--- src/rtl/core/i2a_pkg.sv ---
// Package with shared widths, types and the digit glyph function for the ASCII converter.
`default_nettype none
package i2a_pkg;
	localparam int ValueW = 64;
	localparam int NumCells = 20;
	localparam int CntW = 5;
	localparam int BitCntW = 6;

	typedef logic [3:0] digit_t;

	// Sequencer states of the converter.
	typedef enum logic [1:0] {ST_IDLE, ST_CONV, ST_SCAN, ST_EMIT} state_t;

	// Shift-and-add-3 control handed from the sequencer to the cell row.
	typedef struct packed {
		logic clear;
		logic shift;
	} cell_ctl_t;

	function automatic logic [6:0] glyph(input digit_t d);
		logic [6:0] r;
		if (d < 4'd10) begin
			r = 7'h30 + {3'b000, d};
		end else begin
			r = 7'h37 + {3'b000, d};
		end
		return r;
	endfunction
endpackage
`default_nettype wire

--- src/rtl/core/integer_to_ascii_digits.sv ---
// Top level of the binary to ASCII decimal or hexadecimal converter.
// Sequence: a decimal beat runs the conversion and then a scan cycle before its first character
// is emitted; a hexadecimal beat goes straight from acceptance to emission.
// Throughput: one beat at a time; characters go out one per cycle while the output does not stall.
// Reset clears the sequencer and all cells; the value and output data need no reset.
`default_nettype none
module integer_to_ascii_digits (
	input  wire logic                         clk,
	input  wire logic                         arst_n,
	input  wire logic                         in_valid,
	output logic                              in_stall,
	input  wire logic                         action,
	input  wire logic [i2a_pkg::ValueW-1:0]   value,
	output logic                              out_valid,
	input  wire logic                         out_stall,
	output logic [6:0]                        char_code,
	output logic                              last
);
	i2a_pkg::state_t state_q, state_d;
	logic [i2a_pkg::ValueW-1:0] val_q;
	logic hex_q;
	logic [i2a_pkg::BitCntW-1:0] bit_q;
	logic [i2a_pkg::CntW-1:0] idx_q;
	logic [i2a_pkg::CntW-1:0] top_d;
	logic out_valid_q;
	logic [6:0] char_q;
	logic last_q;
	i2a_pkg::cell_ctl_t ctl;
	logic [i2a_pkg::NumCells:0] carry;
	i2a_pkg::digit_t digits [i2a_pkg::NumCells];
	i2a_pkg::digit_t cur_digit;
	logic accept_in, out_free, emit_now;

	assign accept_in = in_valid && !in_stall;
	assign out_free = !out_valid_q || !out_stall;
	assign in_stall = (state_q != i2a_pkg::ST_IDLE);
	assign emit_now = (state_q == i2a_pkg::ST_EMIT) && out_free;

	// The cell row shifts in the value MSB first, one bit per conversion cycle.
	always_comb begin
		ctl.clear = accept_in;
		ctl.shift = (state_q == i2a_pkg::ST_CONV);
	end
	assign carry[0] = val_q[i2a_pkg::ValueW-1];

	for (genvar g = 0; g < i2a_pkg::NumCells; g++) begin : g_cell
		i2a_cell u_cell (
			.clk(clk), .arst_n(arst_n), .ctl(ctl),
			.carry_in(carry[g]), .carry_out(carry[g+1]), .digit(digits[g])
		);
	end

	// Highest nonzero digit picks where emission starts; zero gives one digit.
	// It is sampled in the scan cycle, once the last shift has settled in the row.
	always_comb begin
		top_d = '0;
		for (int i = 0; i < i2a_pkg::NumCells; i++) begin
			if (digits[i] != 4'd0) top_d = i2a_pkg::CntW'(i);
		end
	end

	always_comb begin
		if (hex_q) cur_digit = val_q[4*idx_q[3:0] +: 4];
		else cur_digit = digits[idx_q];
	end

	always_comb begin
		state_d = state_q;
		unique case (state_q)
			i2a_pkg::ST_IDLE: if (accept_in) state_d = action ? i2a_pkg::ST_EMIT
				: i2a_pkg::ST_CONV;
			i2a_pkg::ST_CONV: if (bit_q == '1) state_d = i2a_pkg::ST_SCAN;
			i2a_pkg::ST_SCAN: state_d = i2a_pkg::ST_EMIT;
			i2a_pkg::ST_EMIT: if (emit_now && idx_q == '0) state_d = i2a_pkg::ST_IDLE;
			default: state_d = i2a_pkg::ST_IDLE;
		endcase
	end

	logic [3:0] hex_top;
	always_comb begin
		hex_top = '0;
		for (int i = 0; i < 16; i++) begin
			if (value[4*i +: 4] != 4'd0) hex_top = 4'(i);
		end
	end

	always_ff @(posedge clk or negedge arst_n) begin
		if (!arst_n) begin
			state_q <= i2a_pkg::ST_IDLE;
			bit_q <= '0;
			idx_q <= '0;
			hex_q <= 1'b0;
			out_valid_q <= 1'b0;
		end else begin
			state_q <= state_d;
			if (out_free) out_valid_q <= emit_now;
			if (accept_in) begin
				hex_q <= action;
				bit_q <= '0;
				idx_q <= {1'b0, hex_top};
			end else if (state_q == i2a_pkg::ST_CONV) begin
				bit_q <= bit_q + 1'b1;
			end else if (state_q == i2a_pkg::ST_SCAN) begin
				idx_q <= top_d;
			end else if (emit_now) begin
				idx_q <= idx_q - 1'b1;
			end
		end
	end

	always_ff @(posedge clk) begin
		if (accept_in) val_q <= value;
		else if (state_q == i2a_pkg::ST_CONV) val_q <= {val_q[i2a_pkg::ValueW-2:0], 1'b0};
		if (emit_now) begin
			char_q <= i2a_pkg::glyph(cur_digit);
			last_q <= (idx_q == '0);
		end
	end

	assign out_valid = out_valid_q;
	assign char_code = char_q;
	assign last = last_q;

	// No new beat is taken while a conversion is under way.
	a_no_accept_busy: assert property (@(posedge clk) disable iff (!arst_n)
		(state_q == i2a_pkg::ST_CONV) |-> !accept_in) else $error("accept during conversion");
	// A delivered character is always a legal digit glyph.
	a_glyph: assert property (@(posedge clk) disable iff (!arst_n)
		out_valid |-> ((char_code >= 7'h30 && char_code <= 7'h39) ||
		(char_code >= 7'h41 && char_code <= 7'h46))) else $error("bad glyph");
	// Conversion always ends in the scan cycle.
	a_conv_end: assert property (@(posedge clk) disable iff (!arst_n)
		(state_q == i2a_pkg::ST_CONV && bit_q == '1) |=> state_q == i2a_pkg::ST_SCAN)
		else $error("conv end");
endmodule
`default_nettype wire

--- src/rtl/core/i2a_cell.sv ---
// One BCD digit cell of the double-dabble shift chain.
`default_nettype none
module i2a_cell (
	input  wire logic              clk,
	input  wire logic              arst_n,
	input  wire i2a_pkg::cell_ctl_t ctl,
	input  wire logic              carry_in,
	output logic                   carry_out,
	output i2a_pkg::digit_t        digit
);
	i2a_pkg::digit_t digit_q;
	i2a_pkg::digit_t adj;

	// Add three before the shift when the digit is five or more.
	always_comb begin
		adj = (digit_q >= 4'd5) ? digit_q + 4'd3 : digit_q;
	end

	assign carry_out = adj[3];
	assign digit = digit_q;

	always_ff @(posedge clk or negedge arst_n) begin
		if (!arst_n) begin
			digit_q <= '0;
		end else if (ctl.clear) begin
			digit_q <= '0;
		end else if (ctl.shift) begin
			digit_q <= {adj[2:0], carry_in};
		end
	end
endmodule
`default_nettype wire

--- config.mk ---
export PLATFORM = sky130hd
export DESIGN_NAME = integer_to_ascii_digits
export DESIGN_NICKNAME = d
export VERILOG_FILES = /design/src/rtl/core/i2a_pkg.sv /design/src/rtl/core/integer_to_ascii_digits.sv /design/src/rtl/core/i2a_cell.sv
export SDC_FILE = /design/constraint.sdc
export NUM_CORES = 1
export LEC_CHECK = 0
export ABC_AREA = 1
export ABC_CLOCK_PERIOD_IN_PS = 4600
export BUFFER_PORTS_ARGS = -buffer_cell sky130_fd_sc_hd__buf_2
export CELL_PAD_IN_SITES_DETAIL_PLACEMENT = 1
export CELL_PAD_IN_SITES_GLOBAL_PLACEMENT = 2
export CORE_AREA = 5 5 186 188
export CTS_CLUSTER_SIZE = 24
export DETAILED_ROUTE_END_ITERATION = 10
export DIE_AREA = 0 0 191 193
export PLACE_DENSITY = 0.7
export SETUP_SLACK_MARGIN = 0.5
export SKIP_LAST_GASP = 1
export SLEW_MARGIN = 5
export SYNTH_ARGS = -nofsm -noshare
export SYNTH_HDL_FRONTEND = slang
export SYNTH_SLANG_ARGS = --single-unit
--- constraint.sdc ---
create_clock -name clk -period 4.6 [get_ports clk]
set_input_delay 0.23 -clock clk [delete_from_list [all_inputs] [get_ports clk]]
set_output_delay 0.23 -clock clk [all_outputs]
set_load 0.01 [all_outputs]
# Word-level counts from Yosys, hierarchy flattened
# Index checks and enable logic that the tools add are counted.
# W data, S select, Z words.
[word_totals] latch_bits=0 romBits=0 ram_bits=0 register_bits=167 mem_count=0 out_inout_bits=10 elab_cells=244
[op_classes] shifts=1 eq_ne=8 magnitude_cmp=22 n_bitwise=1 n_mux=112 mul=0 n_reduce_logical=48 div_mod_pow=0 add_sub_neg=24
[ops] op="$mux W4" n=76
[ops] op="$reduce_bool A4 Y1" n=34
[ops] op="$mux W64" n=2
[ops] op="$mux W5" n=22
[ops] op="$ge A4 B3 Y1 const B" n=20
[ops] op="$add A4 B2 Y4 const B" n=19
[ops] op="$shiftx A64 B7 Y4" n=1
[ops] op="$bmux W4 S5" n=1
[ops] op="$add A6 B4 Y7 const A" n=2
[ops] op="$mux W6" n=2
[ops] op="$mux W2" n=4
[ops] op="$pmux W2 S4" n=1
[ops] op="$mux W7" n=1
[ops] op="$add A6 B1 Y6 const B" n=1
[ops] op="$eq A6 B6 Y1 const B" n=1
[ops] op="$ge A6 B6 Y1 const B" n=1
[ops] op="$ne A2 B1 Y1 const B" n=3
[ops] op="$not A5 Y6" n=1
[ops] op="$logic_not A5 Y1" n=1
[ops] op="$sub A5 B1 Y5 const B" n=1
[ops] op="$eq A2 B2 Y1 const B" n=2
[ops] op="$lt A4 B4 Y1 const B" n=1
[ops] op="$reduce_bool A2 Y1" n=2
[ops] op="$add A3 B2 Y3 const B" n=1
[ops] op="11 further kinds" n=16

# Depth between registers and ports, before layout
# Gate-level depths: netlist of the first run.
[logic_depth] word_depth=23 depth_mapped=24

# Hierarchy
# A second synthesis of the first run with hierarchy kept.
[unflattened] cells_unflattened=1559 hier_area_um2=11160.7
[by_module_without_submodules] mod="integer_to_ascii_digits" area_per_inst_um2=5805.6 seq_area_each_um2=2537.4 instances=1 cells_per_inst=779
[by_module_without_submodules] mod="i2a_cell" area_per_inst_um2=267.8 seq_area_each_um2=100.1 instances=20 cells_per_inst=39

# Least setup slack after synthesis of the first run
# Ideal clock, no wire load.
[synth_timing] path_type="register to register" from="reg state_q[0]" to="reg val_q[0] in the netlist's numbering, enable pin" path_buffers=2 setup_slack_ns=1.085 required_ns=4.147 arrival_time_ns=3.061 stages_incl_launch_ff=7 setup_ns=0.453 period_less_slack_ns=3.515 cell_sequence="dfrtp_1 -> inv_1 -> ha_1 -> nand2_1 -> clkbuf_1 -> nand2_1 -> clkbuf_1"
[synth_via] elab_chain_cells=4
[synth_rtl] item="from (decl)" line_no="integer_to_ascii_digits.sv:19" rtl="i2a_pkg::state_t state_q, state_d;"
[synth_rtl] item="from (signal assigned)" line_no="integer_to_ascii_digits.sv:89" rtl="state_q <= i2a_pkg::ST_IDLE;"
[synth_rtl] item="from (signal assigned)" line_no="integer_to_ascii_digits.sv:95" rtl="state_q <= state_d;"
[synth_rtl] item="$reduce_bool A2 Y1" line_no="integer_to_ascii_digits.sv:36" rtl="assign in_stall = (state_q != i2a_pkg::ST_IDLE);"
[synth_rtl] item="$logic_not A1 Y1" line_no="integer_to_ascii_digits.sv:34" rtl="assign accept_in = in_valid && !in_stall;"
[synth_rtl] item="$logic_and A1 B1 Y1" line_no="integer_to_ascii_digits.sv:34"
[synth_rtl] item="$reduce_bool A2 Y1 (no source line) (*)"
[synth_rtl] item="to (signal assigned)" line_no="integer_to_ascii_digits.sv:112" rtl="if (accept_in) val_q <= value;"
[synth_rtl] item="to (signal assigned)" line_no="integer_to_ascii_digits.sv:113" rtl="else if (state_q == i2a_pkg::ST_CONV) val_q <= {val_q[i2a_pkg::ValueW-2:0], 1'b0};"
[synth_rtl] item="to (decl)" line_no="integer_to_ascii_digits.sv:20" rtl="logic [i2a_pkg::ValueW-1:0] val_q;"
# Every way passes the cells marked *; elsewhere a longest branch is shown, timed or not.
# A chain may end at the register's enable or synchronous reset.

# Final worst setup path of the first run
[layout_timing] from="reg state_q[0]" to="reg val_q[37] in the netlist's numbering, enable pin"
# The elaborated chain is that of the path after synthesis.

==> results.py, run 1 <==
metrics = {
    "run_status": {
        "outcome": "complete, no violations",
    },
    "placed_design": {
        "port_buffers": 78,
        "dpl.cell_count": 1820,
        "globalplace.congestion": 0.7674,
        "postPlaceCellArea_um2": 11150,
        "hpwl_mm": 23.24,
    },
    "synthesis": {
        "syn_nets": 1458,
        "synth_flop_cell": "dfrtp_1",
        "synth_cell_types": 40,
        "yosysSeqAreaShare": 0.4380,
        "ys_async_sr_fraction": 0.5689,
        "synth_edf_count": 72,
        "yosys_warnings": 0,
        "synth.avg_cell_area_um2": 7.741,
        "synth_seq_cells": 167,
        "syn_inst": 1339,
        "synthesis.area_um2": 10360,
    },
    "cts": {
        "cts_buffers": 17,
        "clkTransAtPathRegs_ns": 0.07,
        "cts_setup_buffers": 0,
        "cts_max_path_buffers": 2,
        "clk-insertion-delay-late_ns": 0.45,
        "cts_root_buf": "clkbuf_16",
        "cts_tree": "done",
        "cts.repair.resized": 0,
        "cts.sinks": 167,
        "htree_levels": 4,
        "hold_buffers": 2,
    },
    "timing": {
        "period_needed_ns": 2.949,
        "relSlewSlack": 0.2484,
        "tightest_slew_ns": 1.127,
        "drv_slew": 0,
        "fin_hold_ws_ns": 0.06267,
        "finalCritPeriodShare": 0.6411,
        "fmax_mhz": 339.1,
        "worst_clock_skew_ns": 0.01101,
        "rsz0062_at_grt": "no",
        "setup_viol_count_final": 0,
        "finalHoldViolCount": 0,
        "tns_ns": 0,
    },
    "floorplanning": {
        "num_rows": 67,
        "dieArea_um2": 36860,
        "die_h_um": 193,
        "start_util": 0.3146,
        "core_um2": 32950,
        "die_x_um": 191,
        "io_pins": 79,
    },
    "setup_path": {
        "cp_slowest_stage_delay_ns": 1.01,
        "rr_worst_depth": 5,
        "reg2reg_from": "state_q[0]$_DFFE_PN0P_",
        "slowest_stage": "nand2_4",
        "worst_ep_required_time_ns": 4.74,
        "critPathArrivalTime_ns": 3.09,
        "rrSetupSlack_ns": 1.65,
        "end_kind": "register",
        "crit_chain": "inv_1 -> ha_1 -> nand2_2 -> nand2_4 -> buf_4",
        "crit_end": "val_q[37]$_DFFE_PP_",
        "cp_max_fo": 82,
        "start_kind": "register",
        "r2r_end": "val_q[37]$_DFFE_PP_",
        "worstSetupStartpoint": "state_q[0]$_DFFE_PN0P_",
        "crit_type": "register to register",
    },
    "layout": {
        "fill_cells": 4041,
        "fin_util": 0.3565,
        "drive_gt1_frac": 0.1088,
        "area_growth_syn_to_layout_pct": 13.31,
        "mostFrequentLayoutCells": "339 x nand2_1, 171 x o21ai_0, 141 x inv_1, 110 x nor2_1, 94 x dfrtp_1",
        "nNetsFinal": 1512,
        "num_antenna_cells": 0,
        "finish.instance_area_um2": 11750,
        "stdcell_count": 1854,
        "final_common_cell": "nand2_1",
    },
    "drt": {
        "vias": 9277,
        "drc_errors": 0,
        "routed_wl_mm": 32.54,
        "post_drt_wl_per_cell_um": 17.55,
        "drtAntennaViolNets": 0,
        "dr.pass1.iters": 4,
        "vias_per_cell": 5.004,
        "drt_iter0_drc": 482,
    },
    "grt": {
        "antenna_found_initial": 0,
        "first_global_vias": 9817,
        "grt_use_total": 0.1814,
        "gr-total-overflow": 0,
        "grt_pass1_wl_mm": 53.14,
        "grt_max_degree": 88,
    },
    "power": {
        "p_leak_nw": 5.402,
        "p_per_area_nw_per_um2": 261.0,
        "peakVddDrop_mv": 0.2579,
    },
    "min_path": {
        "hp-class": "primary input to register",
    },
    "flow_run": {
        "maxCapViolations": 0,
    },
}
-- critical path, delay by kind of cell, from the launching register on --
kind / cells / cell delay, ns
buf+inv: 2 / 0.50
fa+ha+maj: 1 / 0.20
simple gates: 2 / 1.45
flops: 1 / 0.41
-- metrics by stage --
| stage | setup slack (ns) | power [mW] |
|---|---|---|
| final | 1.651 | 3.066 |
| after global routing | 1.403 | 3.184 |
| after CTS | 1.546 | 3.115 |
| after detailed placement | 1.558 | 1.641 |
| after global placement | 1.600 | 1.640 |
| after floorplan | 1.085 | 1.582 |
-- area by class of cell --
class | instances | area, um2 | area share
timing repair buffer | 92 | 515.5 | 0.04389
tap | 448 | 560.5 | 0.04773
multi-input combinational | 969 | 5000 | 0.4257
clock buffer | 19 | 442.9 | 0.03771
sequential | 167 | 4541 | 0.3866
clock inverter | 13 | 135.1 | 0.01151
inverter | 146 | 550.5 | 0.04687
-- registers in the layout (all words and copies together) (netlist names) --
register             flops
idx_q                    5
state_q                  2
bit_q                    6
g_cell.u_cell.digit     80
val_q                   64
last                     1
char_code                7
out_valid                1
hex_q                    1
-- power by group --
group	internal, mW	leakage (nW)	switching (mW)
Clock	0.778	0.283	0.679
Sequential	1.54	2.02	0.0000000000000000195
Combinational	0.0252	3.10	0.0390
Total	2.35	5.40	0.719
-- cell families after synthesis --
group                      Yosys count  synth area share
adders and majority gates           50           0.06036
and+or+nand+nor                    549            0.2180
DFF                                167            0.4380
AOI/OAI and AO/OA                  360            0.1939
buffers and inverters              203           0.08136
xor gates and xnor gates            10          0.008451
-- cells in the mapped netlist, drive strengths merged (3+ instances only) --
library cell  instances  share of area
edfxtp               72           0.21
a21oi                79          0.038
buf                  28          0.018
o22ai                48          0.029
or2                  15         0.0091
nand4                10         0.0060
o31ai                 6         0.0043
a22oi                 3         0.0022
dfrtp                95           0.23
o211ai               15          0.011
nor3                  7         0.0034
xor2                  9         0.0076
nor2                115          0.043
o2bb2ai               3         0.0025
nand2               343           0.12
clkbuf               29          0.011
ha                   50          0.060
o21ai               184          0.089
inv                 146          0.053
o32ai                 8         0.0068
o221ai                7         0.0059
nand3                46          0.024
nor4                 13         0.0078
-- worst min-delay path by stage --
stage / cells after the start / slack (ns) / to / from
after detailed placement: 1 / 0.40 / g_cell[13].u_cell.digit[2]$_DFFE_PN0P_ / arst_n
after global placement: 1 / 0.40 / g_cell[13].u_cell.digit[1]$_DFFE_PN0P_ / arst_n
after CTS: 3 / 0.04 / val_q[26]$_DFFE_PP_ / value[26]
final: 3 / 0.06 / val_q[17]$_DFFE_PP_ / value[17]
after global routing: 3 / 0.04 / val_q[14]$_DFFE_PP_ / value[14]
after floorplan: 0 / -0.07 / bit_q[0]$_DFFE_PN0P_ / arst_n
-- layer usage --
layer	share of wire	GRT usage	up-vias
li1	-	-	4644
met2	0.48	0.3027	97
met5	0	0	-
met1	0.49	0.2496	4512
met4	0.014	0.04530	0
met3	0.022	0.02683	24
(Power assumes the default switching activity.)
==> run 2: changes to the inputs <==
Settings changed: ABC_CLOCK_PERIOD_IN_PS 4600 to 2900.
Clock period 4.6 ns to 2.9 ns, I/O delays scaled along.
==> results.py, run 2 (synthesis results as in run 1) <==
metrics = {
    "flow_run": {
        "maxCapViolations": 0,
    },
    "drt": {
        "vias": 9724,
        "drtAntennaViolNets": 0,
        "post_drt_wl_per_cell_um": 18.07,
        "vias_per_cell": 5.038,
        "dr.pass1.iters": 4,
        "drt_iter0_drc": 520,
        "drc_errors": 0,
        "routed_wl_mm": 34.87,
    },
    "layout": {
        "fin_util": 0.3853,
        "mostFrequentLayoutCells": "339 x nand2_1, 160 x o21ai_0, 140 x inv_1, 109 x nor2_1, 94 x dfrtp_1",
        "largest_register_ffs": 80,
        "finish.instance_area_um2": 12690,
        "nNetsFinal": 1588,
        "drive_gt1_frac": 0.1221,
        "area_growth_syn_to_layout_pct": 22.48,
        "fill_cells": 3944,
        "stdcell_count": 1930,
        "final_common_cell": "nand2_1",
        "num_antenna_cells": 0,
    },
    "floorplanning": {
        "dieArea_um2": 36860,
        "die_h_um": 193,
        "core_um2": 32950,
        "die_x_um": 191,
        "start_util": 0.3146,
        "num_rows": 67,
        "io_pins": 79,
    },
    "timing": {
        "finalCritPeriodShare": 0.8080,
        "tns_ns": 0,
        "drv_slew": 0,
        "setup_viol_count_final": 0,
        "worst_clock_skew_ns": 0.008491,
        "worst_slack_ns": 0.5567,
        "relSlewSlack": 0.5807,
        "finalHoldViolCount": 0,
        "fmax_mhz": 426.8,
        "rsz0062_at_grt": "yes",
        "tightest_slew_ns": 0.6236,
        "period_needed_ns": 2.343,
        "fin_hold_ws_ns": 0.01224,
    },
    "cts": {
        "cts_tree": "done",
        "clk-insertion-delay-late_ns": 0.45,
        "htree_levels": 4,
        "cts.sinks": 167,
        "cts_max_path_buffers": 2,
        "cts_buffers": 17,
        "cts_root_buf": "clkbuf_16",
        "clkTransAtPathRegs_ns": 0.07,
    },
    "grt": {
        "grt_pass1_wl_mm": 54.85,
        "first_global_vias": 10110,
        "gr-total-overflow": 0,
        "antenna_found_initial": 0,
        "grt_use_total": 0.1884,
        "grt_max_degree": 89,
    },
    "setup_path": {
        "reg2reg_from": "idx_q[0]$_DFFE_PN0P_",
        "start_kind": "register",
        "worst_ep_required_time_ns": 3.12,
        "end_kind": "register",
        "crit_type": "register to register",
        "worstSetupStartpoint": "idx_q[0]$_DFFE_PN0P_",
        "cp_max_fo": 6,
        "critPathArrivalTime_ns": 2.56,
    },
    "placed_design": {
        "dpl.cell_count": 1829,
        "place_ws_ns": 0.4250,
        "postPlaceCellArea_um2": 11260,
        "globalplace.congestion": 0.7938,
        "port_buffers": 78,
        "hpwl_mm": 24.18,
    },
    "power": {
        "peakVddDrop_mv": 0.4260,
        "power_mw": 5.057,
        "p_leak_nw": 5.797,
        "p_per_area_nw_per_um2": 398.3,
    },
    "min_path": {
        "min_from": "value[0]",
        "hp-class": "primary input to register",
    },
    "run_status": {
        "outcome": "complete, no violations",
    },
}
## run 2: cell count changes in the layout (fill, tap and decap cells not counted), moves of 3 or more
cell	change
clkbuf_16	+3
o21ai_2	+3
buf_4	+7
o21ai_0	-11
buf_12	+6
o21ai_1	+8
dlygate4sd3_1	+57
## run 2: cell type report
class	count	area, um2	share of cell area
Multi-Input combinational cell	969	5060	0.3986
Sequential cell	167	4541	0.3577
Timing Repair Buffer	167	1356	0.1068
Inverter	146	568.0	0.04475
Tap cell	448	560.5	0.04416
Clock buffer	21	450.4	0.03548
Clock inverter	11	150.1	0.01183
Timing Repair inverter	1	8.758	0.0006899
## run 2: timing repair
item	CTS	global route
hold buffers	59	0
setup endpoints to repair	2	9
gates cloned	0	4
resized for setup	3	33
pin swaps	0	12
setup buffers	0	6
endpoints found under the hold margin	95	0
## run 2: worst paths after layout
path | to | slack [ns] | cells past startpoint
max reg2reg | char_code[4]$_SDFFCE_PP1P_ | 0.56 | 14
max in group asynchronous | bit_q[0]$_DFFE_PN0P_ | 1.88 | 3
min in group asynchronous | g_cell[13].u_cell.digit[2]$_DFFE_PN0P_ | 0.24 | 2
min | val_q[0]$_SDFFCE_PN0P_ | 0.01 | 3
min reg2reg | bit_q[5]$_DFFE_PN0P_ | 0.48 | 1
max | char_code[4]$_SDFFCE_PP1P_ | 0.56 | 14
## run 2: per-layer routing
metal / up-vias / track usage / share of wire
met5: - / 0 / 0
met4: 0 / 0.04917 / 0.012
li1: 4801 / - / -
met2: 142 / 0.3301 / 0.49
met1: 4752 / 0.2483 / 0.47
met3: 29 / 0.02287 / 0.028
## run 2: where the power goes
group / switching [mW] / total (mW) / internal, mW / leakage, nW
registers: 0.0000000000000000238 / 2.45 / 2.45 / 2.02
logic: 0.0745 / 0.167 / 0.0927 / 3.49
clock network: 1.06 / 2.44 / 1.38 / 0.289
## run 2: critical path, stage by stage, from the launching register on
cell      delay [ns]
dfrtp_2         0.52
buf_12          0.16
buf_12          0.11
a21oi_1         0.06
o21ai_1         0.07
o21ai_1         0.08
o211ai_1        0.30
nand3_1         0.17
nand3_2         0.13
nand2_2         0.08
ha_4            0.17
inv_4           0.06
nor2_4          0.04
nor2_2          0.10
inv_2           0.03
==> run 3: changes to the inputs <==
Settings changed: ABC_AREA 1 to 0, ABC_CLOCK_PERIOD_IN_PS 2900 to 1900, CORE_AREA 5 5 186 188 to 5 5 188 190, DIE_AREA 0 0 191 193 to 0 0 193 195, PLACE_DENSITY 0.7 to 0.69.
Clock period 2.9 ns to 1.9 ns, I/O delays scaled along.
==> results.py, run 3 <==
metrics = {
    "floorplanning": {
        "die_h_um": 195,
        "io_pins": 79,
        "die_x_um": 193,
        "num_rows": 67,
        "core_um2": 33280,
        "start_util": 0.3176,
        "dieArea_um2": 37640,
    },
    "timing": {
        "rsz0062_at_grt": "yes",
        "worst_slack_ns": -0.7938,
        "finalCritPeriodShare": 1.418,
        "worst_clock_skew_ns": 0.01307,
        "fmax_mhz": 371.2,
        "finalHoldViolCount": 2,
        "tightest_slew_ns": 0.5306,
        "setup_viol_count_final": 13,
        "drv_slew": 0,
        "relSlewSlack": 0.6430,
        "fin_hold_ws_ns": -0.001981,
        "period_needed_ns": 2.694,
    },
    "layout": {
        "largest_register_ffs": 80,
        "drive_gt1_frac": 0.5440,
        "multi_input_area_um2": 7675,
        "fill_cells": 3530,
        "final_common_cell": "buf_4",
        "stdcell_count": 2095,
        "area_growth_syn_to_layout_pct": 80.34,
        "regArea_um2": 4547,
        "nNetsFinal": 1753,
        "mostFrequentLayoutCells": "231 x buf_4, 155 x nand2_1, 89 x dfrtp_1, 83 x nor2_1, 76 x buf_2",
        "fin_util": 0.5727,
        "num_antenna_cells": 0,
    },
    "grt": {
        "gr-total-overflow": 0,
        "antenna_found_initial": 0,
        "busiest_layer": "met2",
        "grt_max_degree": 55,
        "first_global_vias": 11670,
        "met3_usage": 0.03214,
        "grt_pass1_wl_mm": 68.92,
        "globalRouteMet2Util": 0.4353,
        "met1_usage": 0.2816,
        "grt_use_total": 0.2391,
    },
    "synthesis": {
        "synth_flop_cell": "dfrtp_1",
        "synth_seq_cells": 167,
        "yosysMostFrequentCell": "nand2_1",
        "syn_inst": 1141,
        "synthesis.area_um2": 10570,
        "synth_cell_types": 57,
        "synthTopCellsByCount": "262 x nand2_1, 105 x nor2_1, 95 x a21oi_1, 95 x dfrtp_1, 72 x edfxtp_1",
        "synth.avg_cell_area_um2": 9.263,
        "yosys_warnings": 0,
        "synth_edf_count": 72,
        "yosysSeqAreaShare": 0.4295,
        "ys_async_sr_fraction": 0.5689,
        "synth_top_area_share": 0.2249,
        "syn_nets": 1260,
        "yosys.area.top_type": "dfrtp_1",
        "synthTopCellsByArea": "dfrtp_1 22%, edfxtp_1 20%, nand2_1 9.3%, ha_1 5.9%, mux4_1 5.2%",
    },
    "drt": {
        "drt_iter0_drc": 669,
        "drc_errors": 0,
        "drtAntennaViolNets": 0,
        "vias": 11390,
        "dr.pass1.iters": 7,
        "vias_per_cell": 5.434,
        "post_drt_wl_per_cell_um": 25.32,
        "routed_wl_mm": 53.05,
    },
    "placed_design": {
        "globalplace.congestion": 0.8547,
        "port_buffers": 78,
        "hpwl_mm": 26.20,
        "dpl.cell_count": 1853,
    },
    "run_status": {
        "violations": "negative hold slack, negative setup slack",
        "outcome": "finished with violations",
    },
    "setup_path": {
        "end_kind": "register",
        "cpMostUsedCell": "mux4_2",
        "worst_ep_required_time_ns": 2.13,
        "worstSetupStartpoint": "idx_q[0]$_DFFE_PN0P_",
        "rr_worst_depth": 9,
        "rrSetupSlack_ns": -0.79,
        "crit_end": "char_code[6]$_SDFFCE_PP0P_",
        "slowest_stage": "mux4_2",
        "cp_slowest_stage_delay_ns": 0.55,
        "critPathArrivalTime_ns": 2.93,
        "cp_max_fo": 6,
        "r2r_end": "char_code[6]$_SDFFCE_PP0P_",
        "reg2reg_from": "idx_q[0]$_DFFE_PN0P_",
        "crit_chain": "buf_12 -> bufbuf_16 -> mux4_2 -> mux4_2 -> a21oi_4 -> ha_4 -> o21ai_2 -> nand2_1 -> inv_1",
        "start_kind": "register",
        "crit_type": "register to register",
    },
    "power": {
        "power_mw": 38.82,
        "p_int_mw": 21.97,
        "peakVddDrop_mv": 0.9225,
        "p_per_area_nw_per_um2": 2037,
        "switching_share": 0.4340,
        "p_sw_mw": 16.85,
        "p_comb_frac": 0.706,
        "seq_power_share": 0.201,
        "p_clk_frac": 0.093,
        "p_leak_nw": 8.100,
    },
    "cts": {
        "cts.sinks": 167,
        "cts_buffers": 17,
        "htree_levels": 4,
        "clkTransAtPathRegs_ns": 0.08,
        "cts_tree": "done",
        "clk-insertion-delay-late_ns": 0.47,
        "cts_root_buf": "clkbuf_16",
        "cts_max_path_buffers": 2,
    },
    "flow_run": {
        "maxCapViolations": 0,
    },
    "min_path": {
        "hp-class": "primary input to register",
    },
}
==> run 3: cell types whose count changed in the layout (fill, tap and decap cells not counted), sizes merged, moves of 20 or more <==
cell	delta
mux2i	+31
buf	+346
mux4	+34
xnor2	+20
nand2b	+26
inv	-93
o22ai	-47
nand2	-78
o21ai	-114
==> run 3: critical path: cells and delay by family, from the launching register on <==
kind,cells,cell delay (ns)
AO/OA/AOI/OAI,2,0.26
adder cells (fa/ha/maj),1,0.18
buffers and inverters,3,0.43
flip-flops,1,0.40
multiplexers,2,1.09
AND/OR/NAND/NOR,1,0.09
==> run 3: worst min-delay path by stage <==
stage | start | to | slack, ns | cells after the start
after floorplan | arst_n | bit_q[0]$_DFFE_PN0P_ | -0.20 | 0
after global placement | arst_n | g_cell[16].u_cell.digit[0]$_DFFE_PN0P_ | 0.11 | 1
after detailed placement | arst_n | g_cell[17].u_cell.digit[1]$_DFFE_PN0P_ | 0.11 | 1
after CTS | value[9] | val_q[9]$_DFFE_PP_ | 0.002 | 4
after global routing | value[9] | val_q[9]$_DFFE_PP_ | 0.003 | 4
final | value[9] | val_q[9]$_DFFE_PP_ | -0.002 | 4
==> run 3: layer usage <==
metal  share of wire  vias to the layer above
met1            0.37                     5751
li1                -                     5036
met5               0                        -
met3           0.044                      196
met2            0.52                      402
met4           0.071                        0
==> run 3: logic make-up after synthesis <==
kind of cell | synth area share
and+or+nand+nor | 0.2107
AOI/OAI and AO/OA | 0.1219
DFF | 0.4295
buffers and inverters | 0.04049
muxes | 0.1093
adders and majority gates | 0.05919
xor gates and xnor gates | 0.02889
==> run 3: layout make-up <==
type / instances / share of cell area
Tap cell: 448 / 0.02941
Multi-Input combinational cell: 870 / 0.4027
Sequential cell: 167 / 0.2386
Clock buffer: 22 / 0.02567
Timing Repair Buffer: 527 / 0.2869
Inverter: 51 / 0.01247
Clock inverter: 10 / 0.004267
==> run 3: timing repair <==
action | CTS | global route
hold buffers | 63 | 0
hold endpoints to repair | 94 | 0
gates cloned | 25 | 15
setup endpoints to repair | 238 | 238
pin swaps | 131 | 173
resized for setup | 267 | 367
setup buffers | 73 | 34
==> run 3: per-stage QoR <==
step | setup TNS (ns) | hold slack [ns] | instance area, um2 | worst slack, ns
3_5_place_dp | -6.750 | 0.1142 | 13500 | -0.8199
5_1_grt | -8.334 | 0.003184 | 19060 | -0.8308
2_1_floorplan | -2.979 | -0.2006 | 11020 | -0.5614
3_3_place_gp | -5.935 | 0.1090 | 13500 | -0.7196
6_report | -7.548 | -0.001981 | 19060 | -0.7938
4_1_cts | -5.506 | 0.001671 | 17020 | -0.6513
==> run 3: power by group through the flow <==
stage / Sequential, mW / Combinational, mW / Clock, mW
floorplan: 7.02 / 9.02 / 0
global placement: 7.47 / 14.8 / 0
detailed placement: 7.47 / 15.2 / 0
CTS: 7.42 / 21.0 / 3.60
global route: 7.83 / 28.8 / 3.81
finish: 7.79 / 27.4 / 3.62
